[src/design/bsc_pkg.sv]
// Shared types and constants for the bright spot counter.
// No dependencies; bright_spot_counter and bsc_star_logic import this package.
package bsc_pkg;

    localparam int DEFAULT_MAX_WIDTH = 4096;
    localparam int MAX_HEIGHT        = 4096;
    localparam int COUNT_W           = 25;
    localparam int DIM_W             = 13;
    localparam int ROW_W             = 12;
    localparam int CHAN_W            = 8;
    localparam int STARS_W           = 3;
    localparam int CFG_INDEX_W       = 2;
    localparam int CFG_DATA_W        = 13;

    localparam logic [COUNT_W-1:0] COUNT_LIMIT = COUNT_W'(25'd16777216);

    localparam logic [DIM_W-1:0]  IMAGE_WIDTH_RESET     = 13'd640;
    localparam logic [DIM_W-1:0]  IMAGE_HEIGHT_RESET    = 13'd480;
    localparam logic [CHAN_W-1:0] WHITE_THRESHOLD_RESET = 8'd200;

    typedef enum logic [CFG_INDEX_W-1:0] {
        REG_IMAGE_WIDTH     = 2'd0,
        REG_IMAGE_HEIGHT    = 2'd1,
        REG_WHITE_THRESHOLD = 2'd2
    } bsc_reg_index_t;

    typedef struct packed {
        logic [CHAN_W-1:0] red;
        logic [CHAN_W-1:0] green;
        logic [CHAN_W-1:0] blue;
    } bsc_pixel_t;

    typedef struct packed {
        logic [COUNT_W-1:0] pixels_seen;
        logic [COUNT_W-1:0] white_count;
        logic [COUNT_W-1:0] star_count;
        logic               frame_done;
    } bsc_result_t;

    // Sliding window of white bits around the current pixel.
    typedef struct packed {
        logic up1;   // previous row, x-1
        logic cur2;  // current row, x-2
        logic cur1;  // current row, x-1
    } bsc_window_t;

    // Per-pixel decision handed from the star logic to the top level.
    typedef struct packed {
        logic               white;
        logic               up;
        logic               last_col;
        logic               last_row;
        logic [STARS_W-1:0] stars;
    } bsc_eval_t;

endpackage

[src/design/bsc_star_logic.sv]
// Combinational classification of one pixel: white test, row/column ends, stars resolved.
// Depends on bsc_pkg for the pixel, window and decision types.
module bsc_star_logic #(
    parameter int MAX_WIDTH = 4096
) (
    input  bsc_pkg::bsc_pixel_t              pixel,
    input  logic [bsc_pkg::CHAN_W-1:0]       threshold,
    input  logic [bsc_pkg::DIM_W-1:0]        image_width,
    input  logic [bsc_pkg::DIM_W-1:0]        image_height,
    input  logic [$clog2(MAX_WIDTH)-1:0]     col,
    input  logic [bsc_pkg::ROW_W-1:0]        row,
    input  bsc_pkg::bsc_window_t             window,
    input  logic                             up_raw,
    output bsc_pkg::bsc_eval_t               eval
);
    import bsc_pkg::*;

    localparam int COL_W = $clog2(MAX_WIDTH);
    localparam int CMP_W = (COL_W > DIM_W) ? COL_W : DIM_W;

    logic             white;
    logic             has_above;
    logic             up;
    logic [CMP_W-1:0] width_m1;
    logic [DIM_W-1:0] height_m1;
    logic             last_col;
    logic             last_row;
    logic             s_up_left;
    logic             s_up_end;
    logic             s_left;
    logic             s_end;

    assign white = (pixel.red > threshold) && (pixel.green > threshold)
                && (pixel.blue > threshold);

    // Clamp the width into 1..MAX_WIDTH and the height into 1..MAX_HEIGHT.
    always_comb
    begin
        if (image_width == '0)
        begin
            width_m1 = '0;
        end
        else if (32'(image_width) > 32'(MAX_WIDTH))
        begin
            width_m1 = CMP_W'(MAX_WIDTH - 1);
        end
        else
        begin
            width_m1 = CMP_W'(image_width) - CMP_W'(1);
        end
    end

    always_comb
    begin
        if (image_height == '0)
        begin
            height_m1 = '0;
        end
        else if (32'(image_height) > 32'(MAX_HEIGHT))
        begin
            height_m1 = DIM_W'(MAX_HEIGHT - 1);
        end
        else
        begin
            height_m1 = image_height - DIM_W'(1);
        end
    end

    assign last_col  = CMP_W'(col) >= width_m1;
    assign last_row  = DIM_W'(row) >= height_m1;
    assign has_above = (row != '0);
    assign up        = has_above && up_raw;

    // Previous-row pixel at x-1, resolved by its diagonal neighbor below-right.
    assign s_up_left = has_above && window.up1 && !up && !window.cur2 && !window.cur1 && !white;
    // Previous-row pixel at x, resolved at the end of the row.
    assign s_up_end  = has_above && last_col && up && !window.cur1 && !white;
    // Last row: nothing below, resolve at once.
    assign s_left    = last_row && window.cur1 && !white;
    assign s_end     = last_row && last_col && white;

    always_comb
    begin
        eval.white    = white;
        eval.up       = up;
        eval.last_col = last_col;
        eval.last_row = last_row;
        eval.stars    = STARS_W'(s_up_left) + STARS_W'(s_up_end)
                      + STARS_W'(s_left) + STARS_W'(s_end);
    end

endmodule

[config.mk]
export PLATFORM = sky130hd
export DESIGN_NAME = bsc_star_logic
export DESIGN_NICKNAME = d
export VERILOG_FILES = /design/src/design/bsc_pkg.sv /design/src/design/bsc_star_logic.sv
export SDC_FILE = /design/constraint.sdc
export NUM_CORES = 1
export LEC_CHECK = 0
export ABC_AREA = 1
export BUFFER_PORTS_ARGS = -buffer_cell sky130_fd_sc_hd__buf_4
export CAP_MARGIN = 25
export CORE_MARGIN = 2
export CORE_UTILIZATION = 51
export DETAILED_ROUTE_END_ITERATION = 8
export GPL_TIMING_DRIVEN = 0
export PLACE_DENSITY = 0.85
export SLEW_MARGIN = 5
export SYNTH_ARGS = -nofsm -noshare
export SYNTH_HDL_FRONTEND = slang
export SYNTH_SLANG_ARGS = --single-unit
[constraint.sdc]
create_clock -name vclk -period 3.2
set_input_delay 0 -clock vclk [all_inputs]
set_output_delay 0 -clock vclk [all_outputs]
set_load 0.005 [all_outputs]
# Yosys cells after proc, flatten, opt, wreduce, memory -nomap -nowiden
# Cells that the tools add are included.
dict set report word_totals {
  register_bits 0
  latchBits 0
  ramBits 0
  rom_bits 0
  input_bits 86
  output_inout_bits 7
  word_cells 39
  memories 0
}
dict set report classes {
  addsub 5
  multipliers 0
  div 0
  magnitude_cmp 7
  n_eq_ne 0
  shift 0
  mux 4
  n_bitwise 0
  n_reduce_logical 23
}
# operator count
set op_table {}
lappend op_table {{13-bit 2-to-1 mux} 4}
lappend op_table {{12-bit by 13-bit greater-or-equal comparator with 1-bit output} 2}
lappend op_table {{13-bit greater-than comparator, second input constant} 2}
lappend op_table {{13-bit logical NOT} 2}
lappend op_table {{13-bit by 1-bit subtractor with 13-bit output, second input constant} 2}
lappend op_table {{8-bit greater-than comparator} 3}
lappend op_table {{1-bit logical AND} 16}
lappend op_table {{12-bit nonzero test} 1}
lappend op_table {{1-bit logical NOT} 4}
lappend op_table {{2-bit by 1-bit adder with 3-bit output} 1}
lappend op_table {{3-bit by 1-bit adder with 3-bit output} 1}
lappend op_table {{1-bit by 1-bit adder with 2-bit output} 1}

# Logic depth before layout (Yosys ltp)
dict set report depth {
  depth_word 11
  ltp_mapped 24
  depth_no_buf 24
}

# Least setup slack after synthesis
# OpenSTA, ideal clock, no wires.
dict set report synth_timing {
  kind {input -> output}
  from {input port image_width[0] (netlist name)}
  to {output port eval[1] (netlist name)}
  arrival_ns 2.754
  t_required_ns 3.200
  slack_ns 0.446
  cell_stages 24
  n_path_buf 0
  path_cell_list {inv_1 -> ha_1 -> nand3_2 -> nor2_2 -> nand2_2 -> nor2_1 -> nand2_1 -> o21ai_1 -> nand2_1 -> nor2_1 -> ha_1 -> nand2_1 -> inv_1 -> o21ai_0 -> nand2_1 -> nor2_1 -> nand3_1 -> inv_1 -> nor2_1 -> nand2_1 -> inv_1 -> fa_1 -> ha_1 -> ha_1}
}
# item line
set synth_lines {}
lappend synth_lines {{from (decl)} bsc_star_logic.sv:8} ;# input logic [bsc_pkg::DIM_W-1:0] image_width,
lappend synth_lines {{to (decl)} bsc_star_logic.sv:14} ;# output bsc_pkg::bsc_eval_t eval

==> impl_metrics.yaml <==
sta:
  report.final.setup_viol: 0
  fin_crit_ns: 3.19
  clock.fmax_ghz: 0.313
  slew_viol_final: 0
  relSlewSlack_pct: 65.8
  postLayoutSetupSlackWorst_ns: 0.00721
  hold_viol: 0
  worstMarginPinSlew_ns: 0.509
  fin_setup_tns_ns: 0
  rsz0062_at_grt: "true"
  finalCritPeriodShare_pct: 99.8
yosys:
  synth_area_um2: 2180
  synth.distinct_cells: 37
  syn_inst: 368
  synth_fp_nets: 508
  synthTopCellsByArea: "ha_1 (30%), nand2_1 (17%), inv_1 (11%)"
  yosysSeqAreaShare_pct: 0
  synth.most_common_cell: "nand2_1"
  synth_top_area_share_pct: 30.5
  synth.largest_area_cell: "ha_1"
  ys_warn_count: 0
  synth.avg_cell_area_um2: 5.92
  ys_top_cells_by_count: "nand2_1 (99), inv_1 (61), ha_1 (53)"
route:
  drt-total-wl_um: 6730
  drt-pass1-iter-count: 4
  vias_per_cell: 5.13
  drc: 0
  ant_nets: 0
  vias: 2720
  drtIter0Drc: 76
  wl_per_cell_um: 12.7
placed_design:
  place_inst: 511
  portBuffers: 93
  dpl_worst_slack_ns: -0.278
  place_area_um2: 2940
  hpwl_um: 4880
  gp_congestion: 0.817
finish:
  flops_and_latches: 0
  final_cell_count_no_fill: 530
  final_core_util_pct: 80.9
  num_antenna_cells: 0
  n_clock_buffer: 0
  drive_gt1_share_pct: 37.5
  area_growth_pct: 50.7
  seq_area_um2: 0
  fin_nets: 622
  fin_area_um2: 3280
worst_setup_path:
  crit_slowest_cell: "fa_1"
  crit_family: "simple AND/OR/NAND/NOR gates"
  cp.required_ns: 3.20
  critPathArrivalTime_ns: 3.19
  worstSetupPathType: "primary input to output pin"
  cp.buffers_inverters: 6
  end_kind: "output pin"
  start_kind: "primary input"
  crit_fanout: 6
  critPathMaxStageDelay_ns: 0.44
power_and_ir_drop:
  vdd_ir_drop_max_mv: 0.0625
  cellLeakagePower_nw: 1.90
  pwr_density_cell_nw_per_um2: 117
grt:
  grt_antenna_before_repair: 0
  grt_overflow: 0
  grt_pass1_wl_um: 10600
  grt_pass1_vias: 2498
  grt_max_degree: 11
  grtUsageTotal_pct: 25.3
status:
  status: "completed"
clocking:
  ctsHoldBuffers: 0
die:
  io_pins: 93
  die_area_um2: 4810
  core_area_um2: 4060
  fp.dieH_um: 69.3
  die_w_um: 69.3
  std_cell_rows: 23
  start_util_pct: 53.7
worst_hold_path:
  hold_class: "primary input to output pin"
run:
  cap_violations: 0
-- through the flow --
stage | power [mW] | hold slack, ns
global route | 0.428 | 0.478
detailed placement | 0.332 | 0.452
floorplan | 0.188 | 0.200
CTS | 0.352 | 0.453
finish | 0.383 | 0.449
global placement | 0.321 | 0.451
-- kinds of logic after synthesis --
family,share of synthesized area (%)
AND/OR/NAND/NOR,42.2
AO/OA/AOI/OAI,11.6
buffers and inverters,12.8
XOR/XNOR,2.01
adder cells (fa/ha/maj),31.4
-- per-layer routing --
layer / wire, um / GRT usage [%]
met1: 2820 / 30.3
met2: 3460 / 50.1
met3: 297 / 2.18
met4: 153 / 1.74
met5: 0 / 0
-- cell usage in the layout, fill, tap and decap left out, types with 4 or more instances in the layout --
cell type and count:
a21oi_1 12, buf_4 109, buf_6 7, ha_1 47, ha_4 5, inv_1 58
inv_2 5, nand2_1 92, nand2_2 12, nand3_1 16, nand3_2 4, nand4_1 5
nor2_1 34, nor2_2 10, nor2_4 6, o21ai_0 7, o21ai_1 6
-- worst min-delay path, cell delays in order --
cell and delay, ns:
buf_4 0.11, inv_1 0.06, a31oi_1 0.04, buf_4 0.12
buf_4 0.12
-- path summary, 6_finish.rpt --
check	end	slack, ns	from	cells past startpoint
max	eval[1]	0.007	image_width[1]	27
min	eval[5]	0.45	up_raw	5
-- cell type report --
cell class | instances | area [um^2]
fillers | 275 | 776
multi-input cells | 298 | 2070
repair buffers | 112 | 861
well taps | 50 | 62.6
plain buffers | 5 | 41.3
inverters | 65 | 249
-- timing repair --
action,in CTS,in global routing
setup endpoints to repair,3,3
gates cloned,1,0
buffers inserted,11,7
resized for setup,32,20
pin swaps,19,18
-- power by group --
group          switching, mW  leakage [nW]  internal [mW]
registers                  0             0              0
logic                  0.190          1.90          0.193
clock network              0             0              0
Power figures use the tool's default switching activity.
